--- config.mk ---
export PLATFORM = sky130hd
export DESIGN_NAME = csca_ctrl
export DESIGN_NICKNAME = d
export VERILOG_FILES = /design/src/csca_pkg.sv /design/src/csca_ctrl.sv
export SDC_FILE = /design/constraint.sdc
export NUM_CORES = 2
export LEC_CHECK = 0
export BUFFER_PORTS_ARGS = -buffer_cell sky130_fd_sc_hd__buf_2
export CAP_MARGIN = 20
export CORE_MARGIN = 2
export CORE_UTILIZATION = 52
export CTS_CLUSTER_DIAMETER = 100
export CTS_CLUSTER_SIZE = 25
export DETAILED_ROUTE_END_ITERATION = 8
export PLACE_DENSITY = 0.71
export RECOVER_POWER = 50
export SLEW_MARGIN = 20
export SYNTH_ARGS = -nofsm -noshare
export SYNTH_HDL_FRONTEND = slang
export SYNTH_SLANG_ARGS = --single-unit
--- constraint.sdc ---
create_clock -name clk -period 8.1 [get_ports clk]
set_clock_uncertainty 0.2 [all_clocks]
set_input_delay 0.81 -clock clk [delete_from_list [all_inputs] [get_ports clk]]
set_output_delay 0.81 -clock clk [all_outputs]
set_load 0.02 [all_outputs]
--- src/csca_pkg.sv ---
package csca_pkg;

	localparam int MAX_ROWS = 64;
	localparam int MAX_COLS = 128;

	localparam int ROW_W = $clog2(MAX_ROWS);
	localparam int COL_W = $clog2(MAX_COLS);

	localparam int RCFG_W = 7;
	localparam int CCFG_W = 8;
	localparam int THR_W  = 4;
	localparam int CNT_W  = 4;
	localparam int IDX_W  = 2;
	localparam int DATA_W = 8;

	localparam logic [RCFG_W-1:0] ROWS_RST   = RCFG_W'(64);
	localparam logic [CCFG_W-1:0] COLS_RST   = CCFG_W'(128);
	localparam logic [THR_W-1:0]  THRESH_RST = THR_W'(4);

	typedef enum logic [IDX_W-1:0] {
		REG_ROWS   = 2'd0,
		REG_COLS   = 2'd1,
		REG_THRESH = 2'd2
	} cfg_reg_t;

	typedef enum logic [1:0] {
		REQ_WRITE = 2'd0,
		REQ_READ  = 2'd1,
		REQ_PASS  = 2'd2,
		REQ_NONE  = 2'd3
	} req_t;

	typedef struct packed {
		logic [RCFG_W-1:0] eff_rows;
		logic [CCFG_W-1:0] eff_cols;
		logic [THR_W-1:0]  threshold;
	} grid_cfg_t;

	// neighbor bits, index 0 is column c-1, index 2 is column c+1
	typedef struct packed {
		logic [2:0] up;
		logic       left;
		logic       right;
		logic [2:0] dn;
	} nbr_t;

	typedef struct packed {
		logic row_first;
		logic row_last;
		logic col_first;
		logic col_last;
	} bound_t;

	typedef struct packed {
		logic             re;
		logic [ROW_W-1:0] raddr;
		logic             we;
		logic [ROW_W-1:0] waddr;
	} ram_cmd_t;

endpackage

--- src/csca_ctrl.sv ---
module csca_ctrl (
	input  logic                            clk,
	input  logic                            arst_n,
	input  csca_pkg::grid_cfg_t             cfg,
	input  logic                            start,
	input  logic [1:0]                      req_type,
	input  logic [csca_pkg::ROW_W-1:0]      cell_row,
	input  logic [csca_pkg::COL_W-1:0]      cell_col,
	input  logic                            wall_in,
	output logic                            busy,
	output logic                            done,
	output logic                            wall_out,
	output logic                            bad_address,
	output csca_pkg::ram_cmd_t              ram_cmd,
	output logic [csca_pkg::MAX_COLS-1:0]   ram_wdata,
	input  logic [csca_pkg::MAX_COLS-1:0]   ram_rdata,
	output csca_pkg::nbr_t                  nbr,
	output csca_pkg::bound_t                bound,
	output logic                            cur_bit,
	input  logic                            new_bit
);

	import csca_pkg::*;

	typedef enum logic [2:0] {
		ST_IDLE,
		ST_CELL,
		ST_LOAD_CUR,
		ST_LOAD_NXT,
		ST_SWEEP,
		ST_WB
	} state_t;

	state_t            state_q;
	req_t              req_q;
	logic [ROW_W-1:0]  row_q;
	logic [COL_W-1:0]  col_q;
	logic              wall_q;
	logic [ROW_W-1:0]  r_q;
	logic [COL_W-1:0]  c_q;
	logic [MAX_COLS-1:0] prev_q;
	logic [MAX_COLS-1:0] cur_q;
	logic [MAX_COLS-1:0] next_q;
	logic              done_q;
	logic              wall_out_q;
	logic              bad_q;

	req_t              req_in;
	logic              accept;
	logic              addr_bad;
	logic              grid_empty;
	logic [COL_W-1:0]  c_m1;
	logic [COL_W-1:0]  c_p1;

	assign req_in     = req_t'(req_type);
	assign accept     = start && (state_q == ST_IDLE);
	assign busy       = (state_q != ST_IDLE);
	assign done       = done_q;
	assign wall_out   = wall_out_q;
	assign bad_address = bad_q;

	assign addr_bad   = (cell_row == '0) || (RCFG_W'(cell_row) >= cfg.eff_rows) ||
			(CCFG_W'(cell_col) >= cfg.eff_cols);
	assign grid_empty = (cfg.eff_rows < RCFG_W'(2)) || (cfg.eff_cols == '0);

	assign c_m1 = c_q - COL_W'(1);
	assign c_p1 = c_q + COL_W'(1);

	always_comb begin
		nbr.up          = {prev_q[c_p1], prev_q[c_q], prev_q[c_m1]};
		nbr.left        = cur_q[c_m1];
		nbr.right       = cur_q[c_p1];
		nbr.dn          = {next_q[c_p1], next_q[c_q], next_q[c_m1]};
		bound.row_first = (r_q == ROW_W'(1));
		bound.row_last  = (RCFG_W'(r_q) + RCFG_W'(1) >= cfg.eff_rows);
		bound.col_first = (c_q == '0);
		bound.col_last  = (CCFG_W'(c_q) + CCFG_W'(1) >= cfg.eff_cols);
		cur_bit         = cur_q[c_q];
	end

	// memory port
	always_comb begin
		ram_cmd   = '0;
		ram_wdata = cur_q;
		unique case (state_q)
			ST_IDLE: begin
				ram_cmd.re    = start;
				ram_cmd.raddr = (req_in == REQ_PASS) ? ROW_W'(1) : cell_row;
			end
			ST_CELL: begin
				ram_wdata        = ram_rdata;
				ram_wdata[col_q] = wall_q;
				ram_cmd.we       = (req_q == REQ_WRITE);
				ram_cmd.waddr    = row_q;
			end
			ST_LOAD_CUR: begin
				ram_cmd.re    = 1'b1;
				ram_cmd.raddr = r_q + ROW_W'(1);
			end
			ST_LOAD_NXT, ST_SWEEP: begin
			end
			ST_WB: begin
				ram_cmd.we    = 1'b1;
				ram_cmd.waddr = r_q;
				ram_cmd.re    = 1'b1;
				ram_cmd.raddr = r_q + ROW_W'(2);
			end
			default: begin
			end
		endcase
	end

	always_ff @(posedge clk or negedge arst_n) begin
		if (!arst_n) begin
			state_q    <= ST_IDLE;
			done_q     <= 1'b0;
			wall_out_q <= 1'b0;
			bad_q      <= 1'b0;
			req_q      <= REQ_NONE;
			row_q      <= '0;
			col_q      <= '0;
			wall_q     <= 1'b0;
			r_q        <= '0;
			c_q        <= '0;
			prev_q     <= '0;
			cur_q      <= '0;
			next_q     <= '0;
		end else begin
			done_q <= 1'b0;
			unique case (state_q)
				ST_IDLE: begin
					if (accept) begin
						req_q  <= req_in;
						row_q  <= cell_row;
						col_q  <= cell_col;
						wall_q <= wall_in;
						wall_out_q <= 1'b0;
						bad_q      <= 1'b0;
						unique case (req_in)
							REQ_WRITE, REQ_READ: begin
								if (addr_bad) begin
									bad_q  <= 1'b1;
									done_q <= 1'b1;
								end else begin
									state_q <= ST_CELL;
								end
							end
							REQ_PASS: begin
								if (grid_empty) begin
									done_q <= 1'b1;
								end else begin
									r_q     <= ROW_W'(1);
									state_q <= ST_LOAD_CUR;
								end
							end
							REQ_NONE: begin
								done_q <= 1'b1;
							end
							default: begin
							end
						endcase
					end
				end
				ST_CELL: begin
					wall_out_q <= (req_q == REQ_READ) ? ram_rdata[col_q] : 1'b0;
					done_q     <= 1'b1;
					state_q    <= ST_IDLE;
				end
				ST_LOAD_CUR: begin
					cur_q   <= ram_rdata;
					state_q <= ST_LOAD_NXT;
				end
				ST_LOAD_NXT: begin
					next_q  <= ram_rdata;
					c_q     <= '0;
					state_q <= ST_SWEEP;
				end
				ST_SWEEP: begin
					cur_q[c_q] <= new_bit;
					if (bound.col_last) begin
						state_q <= ST_WB;
					end else begin
						c_q <= c_p1;
					end
				end
				ST_WB: begin
					prev_q <= cur_q;
					cur_q  <= next_q;
					if (bound.row_last) begin
						done_q  <= 1'b1;
						state_q <= ST_IDLE;
					end else begin
						r_q     <= r_q + ROW_W'(1);
						state_q <= ST_LOAD_NXT;
					end
				end
				default: begin
					state_q <= ST_IDLE;
				end
			endcase
		end
	end

endmodule

==> flow_summary_export.csv <==
group,metric,value,unit
run_status,status,"complete, but fails checks",
run_status,violations,"capacitance limit, slew limit",
finish,drive_gt1_share,23.7,%
logic_synthesis,synth_area,34300,µm²
power_and_ir_drop,power_density,504,nW/µm²
placement,gp_congestion,1.04,
floorplan,die_area,68000,µm²
logic_synthesis,synth_cell_types,77,
global_route,grt_max_degree,163,
logic_synthesis,ys_seq_elements,419,
sta,timing.fmax,153,MHz
clock_tree,cts_buffers,26,
min_path,hold_class,"in2reg",
logic_synthesis,netlist_instances,3901,
setup_path,cp.depth,10,
placement,io_buffer_count,321,
finish,multiInputGateArea,22200,µm²
sta,min_period,6540,ps
logic_synthesis,synth_top_area_share,30.4,%
setup_path,timing_worst_setup_path_type,"reg2out",
global_route,grtUsageTotal,46.7,%
logic_synthesis,synth_async_sr_flop_share,100,%
setup_path,r2r_cells,6,
setup_path,crit_path_end,"cur_bit",
floorplan,core,65500,µm²
drt,routed_wl,162000,µm
logic_synthesis,ys.flop_type,"dfrtp_1",
sta,slew_headroom,-206,%
clock_tree,cts_tree,"done",
clock_tree,cts_setup_buffers,0,
setup_path,critPathBufInv,3,
floorplan,ios,326,
setup_path,cp-startpoint,"c_q[0]",
clock_tree,htreeDepth,1,
finish,fin_nets,4186,
clock_tree,cts_sinks,419,
drt,firstDrtPassIters,8,
setup_path,critPathRequiredTime,7090,ps
logic_synthesis,synth.area.top_cells,"dfrtp_1 30%, mux4_2 17%, nand2_1 9.3%, a21oi_1 6.5%, mux2_2 6.3%",
setup_path,regToRegStartpoint,"state_q[0]",
power_and_ir_drop,leakage,0.0152,µW
floorplan,fp.dieH,261,µm
floorplan,num_rows,94,
global_route,grt_pass1_wl,231000,µm
power_and_ir_drop,p_int,8590,µW
setup_path,timing.critical_path.mode_cell,"a211oi_1",
floorplan,initial_utilization,52.3,%
sta,max_slew.worst_pin.slew,4600,ps
logic_synthesis,synth_common_cells,"849 x nand2_1, 442 x a21oi_1, 428 x o21ai_0",
sta,fin_crit_sh,80.8,%
power_and_ir_drop,switching_share,54.2,%
placement,dpl.hpwl,107000,µm
setup_path,startpoint_type,"register",
setup_path,path_cells,"buf_12 -> buf_4 -> nand2_1 -> nor2_1 -> a32o_1 -> a211oi_1 -> a211oi_1 -> nor3_1 -> nor4_1 -> buf_2",
setup_path,worstSetupEndpointType,"output pin",
logic_synthesis,ys.warnings.count,0,
logic_synthesis,ys_seq_area_share,30.6,%
clock_tree,cts_resized,0,
sta,hold_violations,0,
floorplan,die_x,261,µm
setup_path,r2r_slack,2230,ps
global_route,grt_pass1_vias,33000,
clock_tree,clk_pin_slew,110,ps
finish,stdcell_count,4877,
logic_synthesis,synth_area_per_cell,8.79,µm²
placement,place_inst,4820,
sta,finalSetupTns,0,ps
setup_path,slowest_stage,"dfrtp_4",
power_and_ir_drop,p_switching,10200,µW
setup_path,cpPeakStageDelay,910,ps
setup_path,timing.rr.end,"c_q[6]",
drt,ant_nets,0,
finish,seqCellArea,10500,µm²
power_and_ir_drop,p_seq_share,28.6,%
sta,rsz0062_at_grt,"no",
finish,fillers,5876,
global_route,antenna_found_initial,11,
logic_synthesis,synth_area_leader_cell,"dfrtp_1",
logic_synthesis,synth_edf_count,0,
drt,drc,0,
setup_path,cp_max_fo,96,
logic_synthesis,synth_fp_nets,4101,
clock_tree,cts_buffer_depth,3,
drt,vias,36100,
power_and_ir_drop,ir_drop,0.346,mV
sta,setup_viol,0,
global_route,gr-total-overflow,0,
drt,vias_per_cell,7.40,
drt,drt-wirelength-per-cell,33.3,µm
run,cap_violations,8,
setup_path,cp.arrival,5530,ps
sta,report.final.slew_viol_count,434,
logic_synthesis,yosysMostFrequentCell,"nand2_1",
clock_tree,ctsRootBufferMaster,"clkbuf_16",
finish,area_growth_syn_to_layout,8.54,%
power_and_ir_drop,clkPwrFrac,8.7,%
clock_tree,clk_latency,640,ps
setup_path,crit_family,"simple AND/OR/NAND/NOR gates",
power_and_ir_drop,pwr-share-comb,62.7,%
drt,drt_iter0_drc,6189,
-- through the flow --
stage	area (µm²)	util, %	total power, µW	worst slack [ps]	hold slack [ps]
after floorplan	34300	-	12000	3510	251
after global placement	36300	55.4	16100	2540	271
after detailed placement	36300	55.4	16300	2530	279
after CTS	37200	56.8	18000	1860	192
after global routing	37200	56.8	19200	1070	208
final	37200	56.8	18800	1560	193
-- cell type report --
| class | instances | share of cell area [%] |
|---|---|---|
| Multi-Input combinational cell | 3091 | 59.7 |
| Sequential cell | 419 | 28.2 |
| Timing Repair Buffer | 416 | 6.35 |
| Tap cell | 864 | 2.90 |
| Clock buffer | 32 | 1.87 |
| Clock inverter | 16 | 0.592 |
| Inverter | 32 | 0.323 |
| Antenna cell | 7 | 0.0471 |
-- routing by layer --
metal,share of wire (%),GRT usage (%),routed length [µm]
met1,33,58.1,53900
met2,40,64.4,65400
met3,17,19.8,27400
met4,9.5,34.8,15500
met5,0.051,0.142,82
-- cells in the final DEF, fill, tap and decap left out, drive strengths merged, types with 10 or more instances in the layout --
cell	instances
mux2	191
nand2b	22
a21o	18
and2	14
inv	39
mux4	253
a221oi	60
o21ai	431
clkbuf	41
a22oi	47
nor3	22
a2111oi	13
o22ai	11
xnor2	13
nand3	33
nor2b	17
nor2	252
a21oi	442
o221ai	10
ha	33
a211oi	12
a31oi	10
a22o	15
dfrtp	417
nand2	849
mux2i	199
buf	406
-- power groups by stage --
stage / logic (µW) / registers (µW) / clock network, µW
finish: 11800 / 5370 / 1620
CTS: 11200 / 5160 / 1600
floorplan: 7930 / 4040 / 0
detailed placement: 11100 / 5200 / 0
global route: 12100 / 5380 / 1670
global placement: 11000 / 5170 / 0
-- worst reg2reg max path, delay by kind of cell (launching register included) --
family / cells / cell delay, ps
buffers and inverters: 2 / 2600
flip-flops: 1 / 1470
AND/OR/NAND/NOR: 2 / 740
AO/OA/AOI/OAI: 1 / 400
multiplexers: 1 / 330
-- worst min path at each step --
stage	startpoint	to	slack (ps)	cells after the start
final	wall_in	wall_q	190	2
after global routing	wall_in	wall_q	210	2
after CTS	wall_in	wall_q	190	2
after detailed placement	row_q[0]	row_q[0]	280	2
after global placement	row_q[0]	row_q[0]	270	2
after floorplan	row_q[0]	row_q[0]	250	2
-- timing repair --
item                       4_1_cts  5_1_grt
hold endpoints to repair        24        0
hold buffers                     1        0
setup endpoints to repair        0        0
-- cell families after synthesis --
kind of cell	Yosys count	share of synthesized area [%]
AND/OR/NAND/NOR	1265	15.0
AO/OA/AOI/OAI	1135	19.0
multiplexers	643	28.7
flip-flops	419	30.6
buffers and inverters	391	5.10
adder cells (fa/ha/maj)	33	1.20
XOR/XNOR	15	0.449
-- flip-flops by register name, indices dropped and copies added (netlist names) --
name and count:
bad_address 1, c_q 7, col_q 7, cur_q 128, done 1, next_q 128
prev_q 128, r_q 6, req_q 2, row_q 6, state_q 3, wall_out 1
wall_q 1
(Power assumes the default switching activity.)
