File: src/csca_ram.sv
module csca_ram #(
	parameter int WIDTH = 8,
	parameter int DEPTH = 64
) (
	input  logic                     clk,
	input  logic                     we,
	input  logic [$clog2(DEPTH)-1:0] waddr,
	input  logic [WIDTH-1:0]         wdata,
	input  logic                     re,
	input  logic [$clog2(DEPTH)-1:0] raddr,
	output logic [WIDTH-1:0]         rdata
);

	logic [WIDTH-1:0] mem [DEPTH];

	always_ff @(posedge clk) begin
		if (we) begin
			mem[waddr] <= wdata;
		end
		if (re) begin
			rdata <= mem[raddr];
		end
	end

endmodule

File: config.mk
export PLATFORM = sky130hd
export DESIGN_NAME = csca_ram
export DESIGN_NICKNAME = d
export VERILOG_FILES = /design/src/csca_ram.sv
export SDC_FILE = /design/constraint.sdc
export NUM_CORES = 1
export LEC_CHECK = 0
export BUFFER_PORTS_ARGS = -buffer_cell sky130_fd_sc_hd__buf_2
export CORE_AREA = 5 5 247 249
export DETAILED_ROUTE_END_ITERATION = 12
export DIE_AREA = 0 0 252 254
export HOLD_SLACK_MARGIN = 0.15
export PLACE_DENSITY = 0.53
export SYNTH_ARGS = -nofsm -noshare
export SYNTH_HDL_FRONTEND = slang
export SYNTH_SLANG_ARGS = --single-unit
File: constraint.sdc
create_clock -name clk -period 2.7 [get_ports clk]
set_input_delay 0.135 -clock clk [delete_from_list [all_inputs] [get_ports clk]]
set_output_delay 0.135 -clock clk [all_outputs]
set_load 0.02 [all_outputs]
==> results.tsv, run 1 <==
metric	value	unit
utilization after layout	40.7	%
Port Buf Inserts	30	
yosys warns	0	
Power Internal	13200	uW
post-synthesis sequential area ratio	77.1	%
CTS tree	done	
Final Wtd Congestion	0.764	
post-synthesis adder-cell area fraction	0	%
switching pwr	3550	uW
vias in the first global route	10200	
number of diodes	0	
slowest CP cell	mux4_2	
switch share	21.2	%
Post-Syn Area	20200	um2
final slew viol count	0	
share of power burned in registers	53.6	%
postcts setup bufs	0	
Logic pwr share	5.4	%
FMAX	457	MHz
Tcrit/Tclk final	81.0	%
GRT Total Usage	15.0	%
vias post-DR	9865	
grt total ovfl	0	
Top FF cell, synth	edfxtp_1	
Initial Utilization	34.6	%
DRT iter0 DRCs	777	
outcome	complete, no violations	
number of fill cells in the layout	5193	
top cell type's share of synthesized area	77.1	%
clk_skew	0.0192	ns
Residual DRC	0	
Syn Area/Cell	21.5	um2
clock power share	41.1	%
Post-synth EDFFs	520	
minimum clock period	2.19	ns
drt pass-1 iters	5	
peak supply drop	0.451	mV
cell family with the largest share of critical-path delay	multiplexers	
Worst EP required	3.03	ns
CP Capture Type	flip-flop	
Final Hold Vio Count	0	
worst-path fanout max	1	
layout cell share with drive strength beyond 1	31.3	%
WL final	47.7	mm
DIE AREA	64000	um2
max-cap violations	0	
CP arrival	2.52	ns
Worst Path Buf+Inv	0	
Post-Synth XOR/XNOR Area	0	%
post-synthesis async set-or-reset flop share	0	%
mux share of post-synthesis cell area	15.9	%
Hold Crit Class	in -> reg	
TritonCTS buffer count	52	
PnR worst setup slack	0.513	ns
Pleak	0.00755	uW
Die X	252	um
Die H	254	um
FP Rows	89	
Yosys reg bits	520	
largest net degree at the start of global routing	65	
Slew headroom	18.3	%
clock slew at reported path FFs	0.06	ns
combinational family with the most area after synthesis	multiplexers	
Hold Crit Depth	2	
first-pass GRT wire length	70.8	mm
Synth cell types	39	
synthesized net count	963	
antenna viol nets, final	0	
HPWL after DPL	29.9	mm
Synth Area in Compound Gates	2.06	%
worst slack after detailed placement	0.0623	ns
simple-gate share of the synthesized area	3.37	%
setup repair after global routing missed its margin	no	
Root Driver	clkbuf_16	
antenna violations before repair	0	
CTS sink cnt	520	
cells on worst reg2reg path	5	
area grow syn2layout	17.4	%
most frequent cells after synthesis	edfxtp_1, mux4_2, nor2_1	
worst-case hold slack	0.210	ns
Core Area	58500	um2
Final setup viols	0	
Worst Tran Pin Value	1.23	ns
worst-skew pair later-pin latency	0.60	ns
worst stage delay on the critical path	0.48	ns
Longest Clk Path Bufs	3	
H-tree depth	2	
startpoint types	flip-flop	
# IOs	31	
count leader, synth	edfxtp_1	
worst-path cell chain	mux4_2, mux2_2, o221a_2, nor3_1, o32ai_1	
Final #Nets	1123	
critical path depth	5	
via/cell ratio	5.15	
Synth area leader	edfxtp_1	
WS Path Type	reg -> reg	
top post-synthesis cells by area	edfxtp_1, mux4_2, nor2_1	
cells after synthesis	940	
setup TNS	0	ns
wire per inst	24.9	um
P per Cell Area	705	nW/um2
-- sequential cells by signal (all words and copies together) (netlist names) --
register	count
mem	512
rdata	8
-- routing by layer --
metal	vias to the layer above	share of wire, %	track usage [%]
li1	4255	-	-
met1	5242	44	21.1
met2	290	48	24.1
met3	78	5.4	2.74
met4	0	2.7	4.44
met5	-	0	0
-- kinds of logic after synthesis --
group / count (synthesis)
DFF: 520
AOI/OAI and AO/OA: 54
buffers and inverters: 51
and+or+nand+nor: 153
muxes: 162
-- layout make-up --
cell class              instances  area (um2)  share of cell area [%]
clock buffers                  67        1380                    5.80
flip-flops and latches        520       15600                    65.7
multi-input cells             369        4320                    18.2
repair buffers                157        1260                    5.30
well taps                     773         967                    4.07
clock inverters                29         230                   0.969
-- placed cells by master, fill, tap and decap left out, drive strengths merged, types with 12 or more instances in the layout --
master and count:
mux2 13, clkbuf 68, nor2 83, nand3 13, nand2 19, edfxtp 520
clkinv 20, dlygate4sd3 12, mux2i 23, buf 144, mux4 126, nor2b 14
-- final timing paths --
check | from | endpoint | slack, ns
setup / recovery | mem[21][6] | rdata[6] | 0.51
hold reg to reg | mem[30][4] | rdata[4] | 0.95
setup reg to reg | mem[21][6] | rdata[6] | 0.51
hold / removal | wdata[0] | mem[21][0] | 0.21
-- power groups by stage --
| stage | combinational (uW) | sequential (uW) | clock [uW] |
|---|---|---|---|
| 2_1_floorplan | 476 | 9150 | 0 |
| 4_1_cts | 919 | 8970 | 7060 |
| 5_1_grt | 966 | 8970 | 7400 |
| 3_5_place_dp | 908 | 9150 | 0 |
| 3_3_place_gp | 900 | 9150 | 0 |
| 6_report | 897 | 8980 | 6880 |
-- repair_timing --
action	4_1_cts	5_1_grt
endpoints found under the hold margin	213	0
hold buffers	12	0
resized for setup	0	0
-- per-stage QoR --
stage	instances	instance area, um2	power [uW]
2_1_floorplan	940	20200	9630
3_3_place_gp	1807	22000	10000
3_5_place_dp	1807	22000	10100
4_1_cts	1915	23800	16900
5_1_grt	1915	23800	17300
6_report	1915	23800	16800
Note: power is estimated with default switching activity, not from simulation.
==> run 2, diff against run 1 <==
ABC_AREA = 1   (was unset)
CORE_AREA = 5 5 254 256   (was 5 5 247 249)
DIE_AREA = 0 0 259 261   (was 0 0 252 254)
PLACE_DENSITY = 0.55   (was 0.53)
clock period = 1.8 ns   (was 2.7 ns; I/O delays follow)
==> results.tsv, run 2 <==
metric	value	unit
Power Internal	20500	uW
postcts setup bufs	0	
post-synthesis async set-or-reset flop share	0	%
simple-gate share of the synthesized area	23.1	%
setup repair after global routing missed its margin	no	
HPWL after DPL	33.6	mm
final slew viol count	0	
Worst EP required	2.13	ns
clock power share	42.4	%
grt total ovfl	0	
largest net degree at the start of global routing	70	
yosys warns	0	
FMAX	619	MHz
wire per inst	19.8	um
drt pass-1 iters	6	
area grow syn2layout	17.0	%
DRT iter0 DRCs	1430	
cells on worst reg2reg path	8	
Yosys reg bits	520	
Top Registers	mem: 512 flops, rdata: 8 flops	
CTS sink cnt	520	
Hold Crit Depth	8	
Top FF cell, synth	edfxtp_1	
first-pass GRT wire length	85.9	mm
clk_skew	0.0258	ns
worst-skew pair later-pin latency	0.61	ns
Die H	261	um
Die X	259	um
switching pwr	5880	uW
WL final	55.8	mm
outcome	complete, no violations	
count leader, synth	nand2_1	
peak supply drop	0.644	mV
GRT Total Usage	16.4	%
Hold Crit Class	in -> reg	
Pleak	0.00909	uW
share of power burned in registers	51.0	%
Worst Tran Pin Value	0.658	ns
# IOs	31	
via/cell ratio	5.03	
max-cap violations	0	
hold_sp	raddr[1]	
number of fill cells in the layout	5849	
post-synthesis adder-cell area fraction	0	%
Hold Buf Count CTS	14	
max reg flops	512	
antenna viol nets, final	0	
top post-synthesis cells by area	edfxtp_1, nand2_1, nand3_1	
most common cell after layout, fill and taps aside	nand2_1	
most flop-heavy register	mem	
combinational family with the most area after synthesis	simple AND/OR/NAND/NOR gates	
Final Hold Vio Count	0	
clock slew at reported path FFs	0.06	ns
Layout Cell Area excl Fill	25100	um2
Placement Cell Area	23200	um2
reg-to-reg critical path endpoint	rdata[1]	
P per Cell Area	1050	nW/um2
reg-to-reg startpoint	mem[3][1]	
Port Buf Inserts	30	
most frequent cells in the layout	nand2_1, edfxtp_1, nand3_1	
mux share of post-synthesis cell area	0	%
Power Total	26400	uW
Longest Clk Path Bufs	3	
Logic pwr share	6.6	%
switch share	22.3	%
hold path endpoint	rdata[3]	
Post-synth EDFFs	520	
Final #Nets	1945	
Synth Area in Compound Gates	0	%
top cell type's share of synthesized area	72.9	%
antenna violations before repair	1	
Initial Utilization	34.4	%
synthesized net count	1828	
CP arrival	1.95	ns
layout cell share with drive strength beyond 1	12.2	%
H-tree depth	2	
Synth area leader	edfxtp_1	
Synth cell types	15	
WS Path Type	reg -> reg	
Final Wtd Congestion	0.848	
DIE AREA	67600	um2
vias in the first global route	14000	
minimum clock period	1.62	ns
Post-Synth XOR/XNOR Area	0	%
most frequent cells after synthesis	nand2_1, edfxtp_1, nand3_1	
Post-Syn Area	21400	um2
R2R setup slack	0.18	ns
Core Area	62300	um2
post-synthesis sequential area ratio	72.9	%
utilization after layout	40.3	%
startpoint types	flip-flop	
Tcrit/Tclk final	89.8	%
TritonCTS buffer count	53	
Residual DRC	0	
Syn Area/Cell	11.9	um2
CTS tree	done	
Slew headroom	56.1	%
FP Rows	92	
CP Capture Type	flip-flop	
cells after synthesis	1805	
vias post-DR	14200	
Root Driver	clkbuf_16	
CTS resizes	0	
Final setup viols	0	
worst-path fanout max	1	
[run 2: power groups by stage]
stage	logic (uW)	registers [uW]	clock network, uW
after detailed placement	1720	13700	0
after global placement	1710	13700	0
after floorplan	942	13700	0
after CTS	1750	13500	11400
final	1750	13500	11200
after global routing	1910	13500	11900
[run 2: critical path, cell delays in order, from the launching register on]
cell,delay [ns]
edfxtp_1,0.36
nand2_1,0.07
nand3_1,0.10
nand3_1,0.13
nand2_1,0.07
nand2_1,0.07
nand3_1,0.14
nand3_1,0.29
nand2_1,0.10
[run 2: area by class of cell]
cell class,instances,area (um2),area share (%)
clock inverter,35,388,1.55
timing repair buffer,175,1630,6.51
antenna,1,2.50,0.00998
tap,846,1060,4.22
inverter,12,52.6,0.210
clock buffer,65,1370,5.47
multi-input combinational,1160,4950,19.7
sequential,520,15600,62.3
[run 2: how the worst max path moves through the flow]
stage	to	cells past startpoint	from
after floorplan	mem[48][0]	3	we
after global placement	rdata[5]	11	raddr[0]
after detailed placement	rdata[7]	12	raddr[0]
after CTS	rdata[5]	8	mem[13][5]
after global routing	rdata[1]	8	mem[3][1]
final	rdata[1]	8	mem[3][1]
[run 2: layer usage]
metal	vias to the layer above	track usage, %	part of all wire (%)
li1	6603	-	-
met1	7012	24.8	47
met2	473	25.1	44
met3	75	2.47	6.8
met4	0	3.91	1.7
met5	-	0	0
[run 2: cells by family (layout without fill, tap and decap cells)]
| kind of cell | after synthesis | count (layout) |
|---|---|---|
| flip-flops | 520 | 520 |
| AND/OR/NAND/NOR | 1160 | 1160 |
| other | 0 | 1 |
| buffers and inverters | 125 | 287 |
[run 2: through the flow]
step | hold WS (ns) | setup slack, ns | instances | setup TNS, ns
6_report | 0.283 | 0.183 | 2814 | 0
4_1_cts | 0.238 | 0.196 | 2813 | 0
5_1_grt | 0.286 | 0.102 | 2813 | 0
3_3_place_gp | 0.537 | -0.0342 | 2699 | -0.114
3_5_place_dp | 0.540 | -0.0470 | 2699 | -0.200
2_1_floorplan | 0.189 | -0.0561 | 1805 | -3.59
==> run 3, diff against run 2 <==
CORE_AREA = 2 2 251 253   (was 5 5 254 256)
DIE_AREA = 0 0 253 255   (was 0 0 259 261)
PLACE_DENSITY = 0.53   (was 0.55)
TNS_END_PERCENT = 1   (was unset)
clock period = 1.9 ns   (was 1.8 ns; I/O delays follow)
==> results.tsv, run 3 (synthesis gave the netlist of run 2 again) <==
metric	value	unit
outcome	complete, no violations	
clock slew at reported path FFs	0.06	ns
switching pwr	5490	uW
TritonCTS buffer count	55	
CTS resizes	0	
Residual DRC	0	
Worst Path Buf+Inv	4	
most frequent cells in the layout	nand2_1, edfxtp_1, nand3_1	
Final Hold Vio Count	0	
clk_skew	0.0153	ns
Logic pwr share	6.7	%
Port Buf Inserts	30	
antenna viol nets, final	0	
worst stage delay on the critical path	0.65	ns
Layout Cell Area excl Fill	24800	um2
most flop-heavy register	mem	
Slew headroom	41.4	%
H-tree depth	2	
CP arrival	2.08	ns
max-cap violations	0	
final slew viol count	0	
CTS tree	done	
Longest Clk Path Bufs	3	
CP Capture Type	flip-flop	
switch share	22.3	%
Root Driver	clkbuf_16	
Die H	255	um
number of fill cells in the layout	5891	
Final #Nets	1932	
slowest CP cell	dlygate4sd3_1	
max reg flops	512	
largest net degree at the start of global routing	76	
most common cell after layout, fill and taps aside	nand2_1	
layout cell share with drive strength beyond 1	11.3	%
Top Registers	mem: 512 flops, rdata: 8 flops	
P per Cell Area	992	nW/um2
# IOs	31	
FP Rows	92	
HPWL after DPL	34.2	mm
CTS sink cnt	520	
antenna violations before repair	3	
postcts setup bufs	0	
wire per inst	20.5	um
startpoint types	input pin	
area grow syn2layout	15.9	%
peak supply drop	0.477	mV
worst-path fanout max	6	
WS Path Type	in -> reg	
Worst EP required	2.21	ns
Placement Cell Area	23000	um2
vias in the first global route	13500	
DRT iter0 DRCs	1450	
WL final	56.2	mm
worst-path cell chain	dlygate4sd3_1, buf_2, nand3_1, dlygate4sd3_1, nor2_1, buf_4	
reg-to-reg startpoint	mem[31][0]	
first-pass GRT wire length	85.4	mm
Initial Utilization	34.5	%
grt total ovfl	0	
Tcrit/Tclk final	92.9	%
clock power share	41.5	%
vias post-DR	13900	
minimum clock period	1.76	ns
Worst Tran Pin Value	0.879	ns
Die X	253	um
Final setup viols	0	
Pleak	0.00899	uW
setup repair after global routing missed its margin	no	
share of power burned in registers	51.8	%
Hold Crit Class	in -> reg	
FMAX	567	MHz
Top cell by count, worst path	dlygate4sd3_1	
cell family with the largest share of critical-path delay	buffers and inverters	
hold_sp	waddr[5]	
drt pass-1 iters	6	
DIE AREA	64500	um2
Core Area	62200	um2
setup TNS	0	ns
Final Wtd Congestion	0.814	
worst-skew pair later-pin latency	0.60	ns
via/cell ratio	5.04	
placed cells	2639	
GRT Total Usage	17.7	%
Final Non-Filler Cells	2747	
Sequential Area	15600	um2
Power Internal	19100	uW
critical path launch point	waddr[3]	
multi-input logic area	4950	um2
[run 3: changes by cell type in the layout (fill, tap and decap cells not counted), moves of 3 or more]
cell / previous run / this run
bufinv_16: 8 / 4
clkinv_2: 10 / 6
inv_6: 3 / 0
buf_4: 104 / 91
clkbuf_16: 53 / 57
[run 3: area by class of cell]
cell class                 count  share of cell area [%]
sequential                   520                    62.9
multi-input combinational   1160                    19.9
timing repair buffer         160                    6.11
clock buffer                  69                    5.93
tap                          799                    4.03
clock inverter                25                   0.852
inverter                      12                   0.222
antenna                        2                  0.0202
[run 3: what timing repair did]
item                                    in CTS  in global routing
hold buffers                                12                  0
endpoints found under the setup margin       0                  0
endpoints found under the hold margin      259                  0
[run 3: worst min-delay path: stages]
cell	delay, ns
buf_2	0.15
nand3_1	0.17
nor2_1	0.06
buf_4	0.17
[run 3: path summary, 6_finish.rpt]
check | cells after the start | end | slack [ns]
worst min register to register | 8 | rdata[5] | 0.92
worst max register to register | 8 | rdata[0] | 0.38
worst max-delay path | 6 | mem[46][6] | 0.14
worst min-delay path | 4 | mem[45][7] | 0.22
[run 3: routing by layer]
layer	part of all wire (%)	up-vias	track usage, %	routed length (um)
met5	0.023	-	0	13
met4	1.8	2	4.80	1030
met3	6.3	69	2.88	3530
met2	44	417	26.9	25000
met1	47	6807	26.2	26600
li1	-	6563	-	-
[run 3: power groups by stage]
| stage | Sequential, uW | Clock [uW] | Combinational (uW) |
|---|---|---|---|
| final | 12800 | 10200 | 1650 |
| after global routing | 12800 | 10800 | 1810 |
| after detailed placement | 13000 | 0 | 1630 |
| after global placement | 13000 | 0 | 1620 |
| after floorplan | 13000 | 0 | 893 |
| after CTS | 12800 | 10400 | 1660 |
[run 3: per-stage QoR]
step | power (uW) | worst slack, ns | utilization [%] | hold WS, ns
after floorplan | 13900 | 0.0389 | - | 0.194
after global placement | 14600 | 0.0864 | 37.0 | 0.549
after detailed placement | 14600 | 0.0882 | 37.0 | 0.563
after CTS | 24800 | 0.195 | 39.9 | 0.184
after global routing | 25400 | 0.113 | 39.9 | 0.238
final | 24600 | 0.135 | 39.9 | 0.222
