**config.mk**
```make
export PLATFORM = sky130hd
export DESIGN_NAME = csca_eval
export DESIGN_NICKNAME = d
export VERILOG_FILES = /design/src/csca_pkg.sv /design/src/csca_eval.sv
export SDC_FILE = /design/constraint.sdc
export NUM_CORES = 1
export LEC_CHECK = 0
export ABC_AREA = 1
export BUFFER_PORTS_ARGS = -buffer_cell sky130_fd_sc_hd__buf_2
export CORE_AREA = 2 2 39 41
export DETAILED_ROUTE_END_ITERATION = 7
export DIE_AREA = 0 0 41 43
export MAX_ROUTING_LAYER = met4
export SYNTH_ARGS = -nofsm -noshare
export SYNTH_HDL_FRONTEND = slang
export SYNTH_SLANG_ARGS = --single-unit
```
**constraint.sdc**
```tcl
create_clock -name vclk -period 4.1
set_clock_uncertainty 0.2 [all_clocks]
set_input_delay 0.205 -clock vclk [all_inputs]
set_output_delay 0.205 -clock vclk [all_outputs]
set_load 0.01 [all_outputs]
```
**src/csca_pkg.sv**
```systemverilog
package csca_pkg;

	localparam int MAX_ROWS = 64;
	localparam int MAX_COLS = 128;

	localparam int ROW_W = $clog2(MAX_ROWS);
	localparam int COL_W = $clog2(MAX_COLS);

	localparam int RCFG_W = 7;
	localparam int CCFG_W = 8;
	localparam int THR_W  = 4;
	localparam int CNT_W  = 4;
	localparam int IDX_W  = 2;
	localparam int DATA_W = 8;

	localparam logic [RCFG_W-1:0] ROWS_RST   = RCFG_W'(64);
	localparam logic [CCFG_W-1:0] COLS_RST   = CCFG_W'(128);
	localparam logic [THR_W-1:0]  THRESH_RST = THR_W'(4);

	typedef enum logic [IDX_W-1:0] {
		REG_ROWS   = 2'd0,
		REG_COLS   = 2'd1,
		REG_THRESH = 2'd2
	} cfg_reg_t;

	typedef enum logic [1:0] {
		REQ_WRITE = 2'd0,
		REQ_READ  = 2'd1,
		REQ_PASS  = 2'd2,
		REQ_NONE  = 2'd3
	} req_t;

	typedef struct packed {
		logic [RCFG_W-1:0] eff_rows;
		logic [CCFG_W-1:0] eff_cols;
		logic [THR_W-1:0]  threshold;
	} grid_cfg_t;

	// neighbor bits, index 0 is column c-1, index 2 is column c+1
	typedef struct packed {
		logic [2:0] up;
		logic       left;
		logic       right;
		logic [2:0] dn;
	} nbr_t;

	typedef struct packed {
		logic row_first;
		logic row_last;
		logic col_first;
		logic col_last;
	} bound_t;

	typedef struct packed {
		logic             re;
		logic [ROW_W-1:0] raddr;
		logic             we;
		logic [ROW_W-1:0] waddr;
	} ram_cmd_t;

endpackage

```
**src/csca_eval.sv**
```systemverilog
module csca_eval (
	input  csca_pkg::nbr_t                  nbr,
	input  csca_pkg::bound_t                bound,
	input  logic [csca_pkg::THR_W-1:0]      threshold,
	input  logic                            cur_bit,
	output logic                            new_bit
);

	import csca_pkg::*;

	nbr_t             masked;
	logic [CNT_W-1:0] count;

	// cells off the grid and row zero count as walls
	always_comb begin
		masked = nbr;
		if (bound.row_first) begin
			masked.up = 3'b111;
		end
		if (bound.row_last) begin
			masked.dn = 3'b111;
		end
		if (bound.col_first) begin
			masked.up[0] = 1'b1;
			masked.dn[0] = 1'b1;
			masked.left  = 1'b1;
		end
		if (bound.col_last) begin
			masked.up[2] = 1'b1;
			masked.dn[2] = 1'b1;
			masked.right = 1'b1;
		end
		count   = CNT_W'($countones(masked));
		new_bit = cur_bit | (count > threshold);
	end

endmodule

```
==> results, run 1 <==
- The run finished with clean final reports.
- Of the total power, the share spent switching nets is 0.5289.
- By area the synthesized netlist is led by sky130_fd_sc_hd__ha_1 28%, sky130_fd_sc_hd__fa_1 26%, sky130_fd_sc_hd__nand2_1 13%, sky130_fd_sc_hd__inv_1 12%, sky130_fd_sc_hd__nor2_1 4.8%.
- Summing all flip-flop and latch instances after layout gives 0 sq um.
- The tool flagged a number of max-cap violations equal to 0.
- The area occupied by multi-input gates is 276.5 sq um.
- The share of total power dissipated in sequential elements is 0.
- The maximum ir drop on the vdd rail is 0.05900 mV.
- The launching element type of the critical path is an input port.
- The clock share of power is 0.
- The sequential fraction of the synthesis area is 0.
- The analysis attributes to net switching a power of 0.00004943 W.
- The final clock period utilization by the worst path is 0.9454.
- The measured slew at the worst slew-check pin is 0.1905 ns.
- The core area is 1384 sq um.
- The number of global-route vias before repair is 260.
- The wire length of the first global-routing pass is 862 um.
- Summed over all cells, the static leakage comes to 0.2512 nW.
- The number of vias in the routed layout is 305.
- The number of setup violations in the final report is 0.
- Entering global routing, the biggest net connects 4 pins.
- After floorplanning, the core was divided into 14 placement rows.
- Using the TritonRoute via totals, the vias-per-cell ratio works out to 3.861.
- After global routing, the most crowded layer is met2.
- The global routing usage on met1 is 0.09091.
- The cell taking the most area after synthesis is sky130_fd_sc_hd__ha_1.
- The die is 41 um wide.
- The timing-limited maximum frequency is 0.2580 GHz.
- For this run, design rule violations remaining after detail routing come to 0.
- The critical path is of the input port to primary output type.
- The net count of the finished layout is 93.
- The ratio of cells with drive above 1 in the final layout is 0.3333.
- The total overflow reported by the global router is 0.
- The initial antenna violation count is 0.
- Setup repair after global routing left no endpoint under its margin.
- For this run, the total global-route usage over all layers was measured as 0.06708.
- The number of different library cells in the post-synthesis netlist is 13.
- During I/O placement, the number of pins put on the boundary was 18.
- Leaving out fill and tap cells, the most frequent cells in the layout are 18 x sky130_fd_sc_hd__buf_2, 11 x sky130_fd_sc_hd__nand2_1, 10 x sky130_fd_sc_hd__inv_1.
- The internal power contribution is 0.00004403 W.
- The share of total power dissipated in combinational logic is 1.000.
- The effective utilization at floorplan is 0.2260.
- The die is 43 um tall.
- The count of inserted antenna diode cells is 0.
- The final count of hold timing violations was 0.
- The full die area is 1763 sq um.
- The final number of max-transition violations is 0.
- The most common cell after layout, fill and taps aside is sky130_fd_sc_hd__buf_2.
- The final critical path time including I/O delays and setup is 3.876 ns.
- The kind of capture point of the worst setup path is a primary output.
- Along the worst path, the maximum fanout reaches 3.
- The final weighted congestion in routability-driven placement is 0.6518.
- Hold timing on the final database bottoms out at a slack of 0.4694 ns.
- Input and output buffers added on the ports amount to 18.
- The number of sequential storage elements is 0.
- Counting the clock-network buffers in the layout gives 0.
- In this run the power density over the cells is 218.4 nW/um^2.
- The cell count after synthesis came out at 45.
- The cell depth of the worst hold path is 4.
- Measured against its own limit, the worst slew margin works out to 0.8723.
- Dividing the detail-routed wire length by the instance count gives 6.899 um.
- The met3 demand-to-capacity share in global routing is 0.
- Data on the critical path is required at its endpoint by 3.69 ns.
- The worst path arrival time is 3.47 ns.
- The count of nets left with antenna violations once routing finished came out at 0.
- Detailed placement ended at an HPWL of 550.5 um.
- Setup total negative slack on the finished layout was measured at 0 ns.
- For this block, the initial DRC count from the detailed router was 1.
- The met2 track demand over resource is 0.1156.
- The class of the most critical hold timing path is input port to primary output.
- The post-synthesis net count is 73.
- The layout has 162 filler cells.
- The mapped netlist covers 312.8 sq um.
- Summed over all layers, the routed wires come to 545 um.
- During synthesis, Yosys emitted a total of 0 warnings.
- The layout-stage area growth over the synthesis result is 36.80%.
- The mean cell area of the mapped netlist is 6.951 sq um.
- The first-pass iteration count of the detailed router is 2.
- Of the post-synthesis cell area, the dominant cell type holds 0.2800.
-- synth_stat cells, drive strengths merged --
cell   count
nand3      2
xor2       1
fa         4
or2        2
ha         7
or3        1
a21oi      1
inv       11
nor2       4
nor3       1
nand2     11
-- metrics by stage --
stage	util	cells	instance area [sq um]	total power, W	setup WS [ns]
after floorplan	-	45	312.8	0.00007026	0.4573
after global placement	0.3056	79	422.9	0.00009370	0.1694
after detailed placement	0.3056	79	422.9	0.00009475	0.1240
after CTS	0.3056	79	422.9	0.00009539	0.1159
after global routing	0.3092	79	427.9	0.0001115	0.03997
final	0.3092	79	427.9	0.00009346	0.2240
-- area by class of cell --
class / count / share of cell area
Timing Repair Buffer: 18 / 0.2105
Tap cell: 16 / 0.04678
Multi-Input combinational cell: 34 / 0.6462
Inverter: 11 / 0.09649
-- repair_timing --
action | in CTS | in global routing
buffers inserted | 0 | 0
hold buffers | 0 | 0
setup endpoints to repair | 0 | 1
resized for setup | 0 | 1
-- final timing paths --
kind | endpoint | from | slack, ns
setup / recovery | new_bit | bound[2] | 0.22
hold / removal | new_bit | cur_bit | 0.47
-- power by group through the flow --
stage / clock network [W] / registers [W] / logic [W]
after global placement: 0 / 0 / 0.0000937
after detailed placement: 0 / 0 / 0.0000948
final: 0 / 0 / 0.0000935
after global routing: 0 / 0 / 0.000111
after CTS: 0 / 0 / 0.0000954
after floorplan: 0 / 0 / 0.0000703
-- cells by family (layout without fill, tap and decap cells) --
logic type	after synthesis	after routing	share of synthesized area
fa+ha+maj	11	11	0.5360
compound gates	1	1	0.01598
simple gates	21	21	0.2880
xor+xnor	1	1	0.02801
buf+inv	11	29	0.1320
-- critical path, cell delays in order --
cell and delay (ns):
sky130_fd_sc_hd__buf_2 0.10, sky130_fd_sc_hd__nor3_2 0.05, sky130_fd_sc_hd__fa_1 0.53, sky130_fd_sc_hd__inv_1 0.05
sky130_fd_sc_hd__fa_1 0.50, sky130_fd_sc_hd__fa_1 0.49, sky130_fd_sc_hd__ha_1 0.25, sky130_fd_sc_hd__fa_1 0.44
sky130_fd_sc_hd__xor2_1 0.16, sky130_fd_sc_hd__ha_1 0.27, sky130_fd_sc_hd__nand2_1 0.07, sky130_fd_sc_hd__inv_2 0.04
sky130_fd_sc_hd__nand2_1 0.05, sky130_fd_sc_hd__nand2_1 0.04, sky130_fd_sc_hd__nand2_1 0.05, sky130_fd_sc_hd__nand2_1 0.04
sky130_fd_sc_hd__buf_2 0.13
-- metal layers --
metal	vias to the layer above	share of wire
met2	4	0.49
met1	129	0.48
met5	-	0
met3	0	0.029
li1	172	-
met4	0	0
Note: power is estimated with default switching activity, not from simulation.
==> run 2, diff against run 1 <==
Settings changed: ABC_AREA 1 to not set.
==> results, run 2 <==
- The number of sequential storage elements is 0.
- The layout-stage area growth over the synthesis result is 38.84%.
- By startpoint and endpoint, the worst setup path is classified as input port to primary output.
- The mean cell area of the mapped netlist is 8.906 sq um.
- The final routed DRC violation total is 0.
- In the routed layout, each cell is associated on average with a via count of 4.162.
- The leakage power of the design is 0.2161 nW.
- The gate count of the mapped netlist is 34.
- The worst path arrival time is 3.47 ns.
- Once detailed placement completed, the half-perimeter wirelength came to 515.7 um.
- The number of global-route vias before repair is 275.
- The area of the mapped netlist is 302.8 sq um.
- The final wirelength is 508 um.
- The worst hold slack across all endpoints is 0.4836 ns.
- The overall global routing resource usage is 0.07637.
- The detailed router placed 283 vias in this run.
- After synthesis, the share of cell area in mux cells is 0.
- The final count of hold timing violations is 0.
- The total number of yosys warnings is 0.
- The final number of max-transition violations came to 0.
- The max-slew headroom at the worst pin is 0.8807.
- The number of nets in the layout is 82.
- The measured slew at the worst slew-check pin is 0.1780 ns.
- The top cell types in the final layout, fill and taps aside, are 18 x sky130_fd_sc_hd__buf_2, 6 x sky130_fd_sc_hd__inv_1, 6 x sky130_fd_sc_hd__ha_1.
- The final weighted congestion in routability-driven placement is 0.6715.
- Of the total synthesized cell area, the portion taken by AND, OR, NAND and NOR gates is 0.2479.
- For this run, the top clock speed supported by timing is 0.2583 GHz.
- For this run, the detailed router's first-pass iteration total came to 2.
- The required time at the worst-slack endpoint is 3.69 ns.
- The number of fill cells in the layout is 155.
- The number of different library cells in the post-synthesis netlist is 15.
- The area taken by flip-flops and latches is 0 sq um.
- The sequential fraction of the synthesis area is 0.
- The flow ran to the end, and the final reports show no timing, DRC or antenna violations.
- The class of the most critical hold timing path is input port to primary output.
- The first global-routing pass estimated 993 um of wire.
- Along the worst path, the maximum fanout reaches 3.
- The floorplan die width is 41 um.
- The count of inserted antenna diode cells is 0.
- The detail route stage leaves a number of antenna-violating nets equal to 0.
- Of the total synthesized cell area, the portion taken by full adders, half adders and majority gates is 0.5537.
- The most common cell after layout, fill and taps aside is sky130_fd_sc_hd__buf_2.
- Setup repair after global routing left no endpoint under its margin.
- Buffers placed on the I/O ports in this run total 18.
- sky130_fd_sc_hd__ha_1 is the most common cell in the netlist.
- In the synthesized netlist, the cells that appear most often are 7 x sky130_fd_sc_hd__ha_1, 6 x sky130_fd_sc_hd__inv_1, 4 x sky130_fd_sc_hd__fa_1, 3 x sky130_fd_sc_hd__or3_1.
- The full die area is 1763 sq um.
- In the final routed layout, each cell accounts on average for 7.471 um.
- The parity-gate share of the synthesized area counting xor and xnor cells is 0.02893.
- The initial antenna violation count came to 0.
- The worst-case IR drop observed on VDD is 0.08215 mV.
- The maximum number of pins on one net before global-route repair is 4.
- STA classifies the critical path startpoint as an input port.
- In the final layout, the share of cells above drive strength 1 is 0.4423.
- For this design the ratio of total power to cell area is 237.4 nW/um^2.
- The max-cap check violation count is 0.
- The core area is 1384 sq um.
- The number of hold buffers added after CTS was 0.
- The largest family of logic cells by synthesized area is adder cells.
- The kind of capture point of the worst setup path is a primary output.
- By area the synthesized netlist is led by sky130_fd_sc_hd__ha_1 29%, sky130_fd_sc_hd__fa_1 26%, sky130_fd_sc_hd__inv_1 7.4%, sky130_fd_sc_hd__or3_1 6.2%, sky130_fd_sc_hd__nor2b_4 4.5%.
- The final critical path time including I/O delays and setup is 3.871 ns.
- The biggest area contributor in the post-synthesis netlist is sky130_fd_sc_hd__ha_1.
- Adding up every negative setup slack in the final design gives 0 ns.
- The number of resized instances in the post-cts repair step is 0.
- The share of the synthesized area in compound gates (AO/OA/AOI/OAI) is 0.09504.
- The share of Yosys cell area claimed by the top area cell type is 0.2893.
- Overall power consumption after layout is estimated at 0.00009982 W.
- The final critical-path setup slack is 0.2287 ns.
- The setup slack after placement is 0.09630 ns.
- The number of buffers added for setup after CTS is 0.
- The effective utilization at floorplan is 0.2188.
- In the finished design, the share of the clock period the worst path needs comes to 0.9442.
- The total overflow reported by the global router is 0.
- The number of nets in the synthesized netlist is 62.
- The number of core rows is 14.
- The DRC violation total after the first TritonRoute iteration is 1.
- The clock tree buffer count of the final layout is 0.
- 18 I/O pins were placed.
- In this run the vertical extent of the chip is 43 um.
- The number of setup violations in the final report is 0.
==> run 2: cell types whose count changed after synthesis, moves of 2 or more <==
cell                      previous run  this run
sky130_fd_sc_hd__nand2_1            11         1
sky130_fd_sc_hd__inv_1              10         6
sky130_fd_sc_hd__nand3_1             2         0
sky130_fd_sc_hd__nor2_1              4         2
sky130_fd_sc_hd__or3_1               1         3
==> run 2: layout make-up <==
| type | instances | area [sq um] | share of cell area |
|---|---|---|---|
| multi-input combinational | 28 | 287.8 | 0.6845 |
| timing repair buffer | 18 | 90.09 | 0.2143 |
| inverter | 6 | 22.52 | 0.05357 |
| tap | 16 | 20.02 | 0.04762 |
==> run 2: metal layers <==
| metal | global-route usage | routed length [um] | vias to the layer above |
|---|---|---|---|
| met5 | - | 0 | - |
| met4 | 0 | 0 | 0 |
| met3 | 0 | 21 | 0 |
| met2 | 0.1219 | 292 | 3 |
| met1 | 0.1136 | 195 | 128 |
| li1 | - | - | 152 |
==> run 2: path summary, 6_finish.rpt <==
kind	from	endpoint	slack [ns]	depth (start not counted)
min	cur_bit	new_bit	0.48	3
max	bound[2]	new_bit	0.23	13
==> run 2: power breakdown <==
group | leakage (nW) | switching [W] | total [W] | internal, W
sequential | 0 | 0 | 0 | 0
combinational | 0.216 | 0.0000464 | 0.0000998 | 0.0000534
clock | 0 | 0 | 0 | 0
==> run 2: cells by family after synthesis <==
group,Yosys count
and+or+nand+nor,12
adders and majority gates,11
buffers and inverters,6
AOI/OAI and AO/OA,4
xor gates and xnor gates,1
==> run 2: per-stage QoR <==
step,util,instances,cell area [sq um]
finish,0.3038,68,420.4
global route,0.3038,68,420.4
CTS,0.2984,68,412.9
detailed placement,0.2984,68,412.9
global placement,0.2984,68,412.9
floorplan,-,34,302.8
==> run 2: critical path, stage by stage <==
cell and delay [ns]:
sky130_fd_sc_hd__buf_2 0.10, sky130_fd_sc_hd__nor3_2 0.05, sky130_fd_sc_hd__fa_1 0.52, sky130_fd_sc_hd__inv_1 0.05, sky130_fd_sc_hd__fa_1 0.50, sky130_fd_sc_hd__fa_1 0.49
sky130_fd_sc_hd__ha_2 0.22, sky130_fd_sc_hd__fa_1 0.47, sky130_fd_sc_hd__ha_1 0.32, sky130_fd_sc_hd__nor2b_4 0.13, sky130_fd_sc_hd__o2111ai_1 0.17, sky130_fd_sc_hd__nand3b_1 0.09
sky130_fd_sc_hd__buf_2 0.14
==> run 3, diff against run 2 <==
Clock period 4.1 ns to 3.3 ns, I/O delays scaled along.
==> results, run 3 (same netlist as run 2, synthesis figures left out) <==
- The flow ran to the end, but the final reports show violations.
- The final reports fail on setup timing.
- The max-slew headroom at the worst pin is 0.8977.
- The combined buffer and inverter count along the critical path is 3.
- Once detailed placement completed, the half-perimeter wirelength came to 525.9 um.
- There are 0 flip-flops and latches.
- The final instance area is 470.5 sq um.
- The total placed instance area is 434.2 sq um.
- The max-cap check violation count is 0.
- The final route contains 292 vias.
- The initial antenna violation count is 0.
- The tightest min-delay check is of the input port to primary output type.
- The library cells used most frequently in the layout, excluding fill and tap cells, are 15 x sky130_fd_sc_hd__buf_2, 6 x sky130_fd_sc_hd__inv_1, 5 x sky130_fd_sc_hd__ha_1.
- The launch instance of the worst min-delay path is cur_bit.
- The design draws 0.0001471 W.
- The library cell appearing most often on the critical path is sky130_fd_sc_hd__fa_1.
- The floorplan die width is 41 um.
- The core area is 1384 sq um.
- The maximum number of pins on one net before global-route repair is 4.
- Counting I/O delays and the setup requirement, the final critical path takes 3.613 ns.
- The first global-routing pass estimated 1.021 mm of wire.
- The worst setup path is captured at a primary output.
- The critical path goes through buf_6 -> nor3_4 -> fa_1 -> inv_1 -> fa_1 -> fa_1 -> ha_2 -> fa_1 -> ha_4 -> nor2b_4 -> o2111ai_2 -> nand3b_1 -> buf_2.
- Summing all flip-flop and latch instances after layout gives 0 sq um.
- The number of buffers added for setup after CTS is 0.
- The DRC violation total after the first TritonRoute iteration is 2.
- In the routed design, unresolved DRC markers number 0.
- In the routed layout, each cell is associated on average with a via count of 4.232.
- The timing-limited maximum frequency is 0.2768 GHz.
- The required time at the worst-slack endpoint is 2.93 ns.
- The final clock period utilization by the worst path is 1.095.
- The final weighted congestion in routability-driven placement is 0.6510.
- The maximum net fanout on the critical path is 3.
- The final count of hold timing violations is 0.
- The number of global-route vias before repair is 278.
- The worst path arrival time is 3.25 ns.
- For this design the top-level I/O count stands at 18.
- The final critical-path setup slack is -0.3130 ns.
- The number of standard cells in the layout, taps in and fillers out is 69.
- During placement, the flow inserted port buffers numbering 18.
- The slowest stage of the critical path belongs to the cell sky130_fd_sc_hd__fa_1.
- For the pin with the worst max-slew slack, the measured transition is 0.1534 ns.
- The cell count after placement is 69.
- The critical path class is input port to primary output.
- In the final layout, the share of cells above drive strength 1 is 0.5094.
- The worst hold path was traced through 3 stages.
- For this configuration, the core starts out at a cell density of 0.2188.
- For this block, the routed nets add up to 581 um of wire.
- The critical path runs through a total of 13 cells.
- The routed wirelength normalized by instance count is 8.420 um.
- The vertical die dimension is 43 um.
- From synthesis to final layout, the design area changed by 55.37%.
- VDD sags by at most 0.09528 mV.
- The overall global routing resource usage is 0.07827.
- The detail route stage leaves a number of antenna-violating nets equal to 0.
- The number of setup violations in the final report is 1.
- In this run the static leakage power is 0.2295 nW.
- The launching element type of the critical path is an input port.
- In this run, post-CTS hold repair placed 0 buffers.
- The layout has 0 clock buffers.
- The number of core rows is 14.
- On the worst path, the slowest cell contributes a delay of 0.53 ns.
- The number of nets in the layout is 83.
- On the final layout, the worst hold slack is 0.4005 ns.
- The most critical setup path has its startpoint at nbr[0].
- The total overflow reported by the global router is 0.
- The most common cell after layout, fill and taps aside is sky130_fd_sc_hd__buf_2.
- The power density of the placed cells is 312.6 nW/um^2.
- The family with the most delay on the worst path is adder cells.
- The count of inserted antenna diode cells is 0.
- The first-pass iteration count of the detailed router is 2.
- Setup repair after global routing could not meet its margin everywhere.
- The die covers 1763 sq um.
- The final number of max-transition violations is 0.
==> run 3: worst paths after layout <==
kind                  slack [ns]  endpoint
worst max-delay path       -0.31   new_bit
worst min-delay path        0.40   new_bit
==> run 3: layer usage <==
layer | vias up | GRT usage | routed length (um)
li1 | 156 | - | -
met1 | 132 | 0.1161 | 231
met2 | 4 | 0.1250 | 331
met3 | 0 | 0 | 18
met4 | 0 | 0 | 0
met5 | - | - | 0
==> run 3: power by group <==
part / internal [W] / total, W / switching (W)
Sequential: 0 / 0 / 0
Clock: 0 / 0 / 0
Combinational: 0.0000802 / 0.000147 / 0.0000669
Total: 0.0000802 / 0.000147 / 0.0000669
==> run 3: layout make-up <==
class	instances	area, sq um
tap	16	20.02
fill	152	913.4
inverter	6	22.52
multi-input combinational	28	315.3
timing repair buffer	19	112.6
==> run 3: metrics by stage <==
step | setup TNS, ns | worst slack, ns | utilization
5_1_grt | -0.4648 | -0.4648 | 0.3400
3_3_place_gp | -0.4515 | -0.4515 | 0.3137
4_1_cts | -0.3648 | -0.3648 | 0.3318
6_report | -0.3130 | -0.3130 | 0.3400
3_5_place_dp | -0.4562 | -0.4562 | 0.3137
2_1_floorplan | -0.1606 | -0.1606 | -
==> run 3: tightest hold or removal path: stages <==
cell	delay [ns]
sky130_fd_sc_hd__buf_2	0.07
sky130_fd_sc_hd__nand3b_1	0.08
sky130_fd_sc_hd__buf_2	0.12
==> run 3: timing repair <==
action,CTS,global route
resized for setup,4,3
endpoints found under the setup margin,1,1
pin swaps,5,2
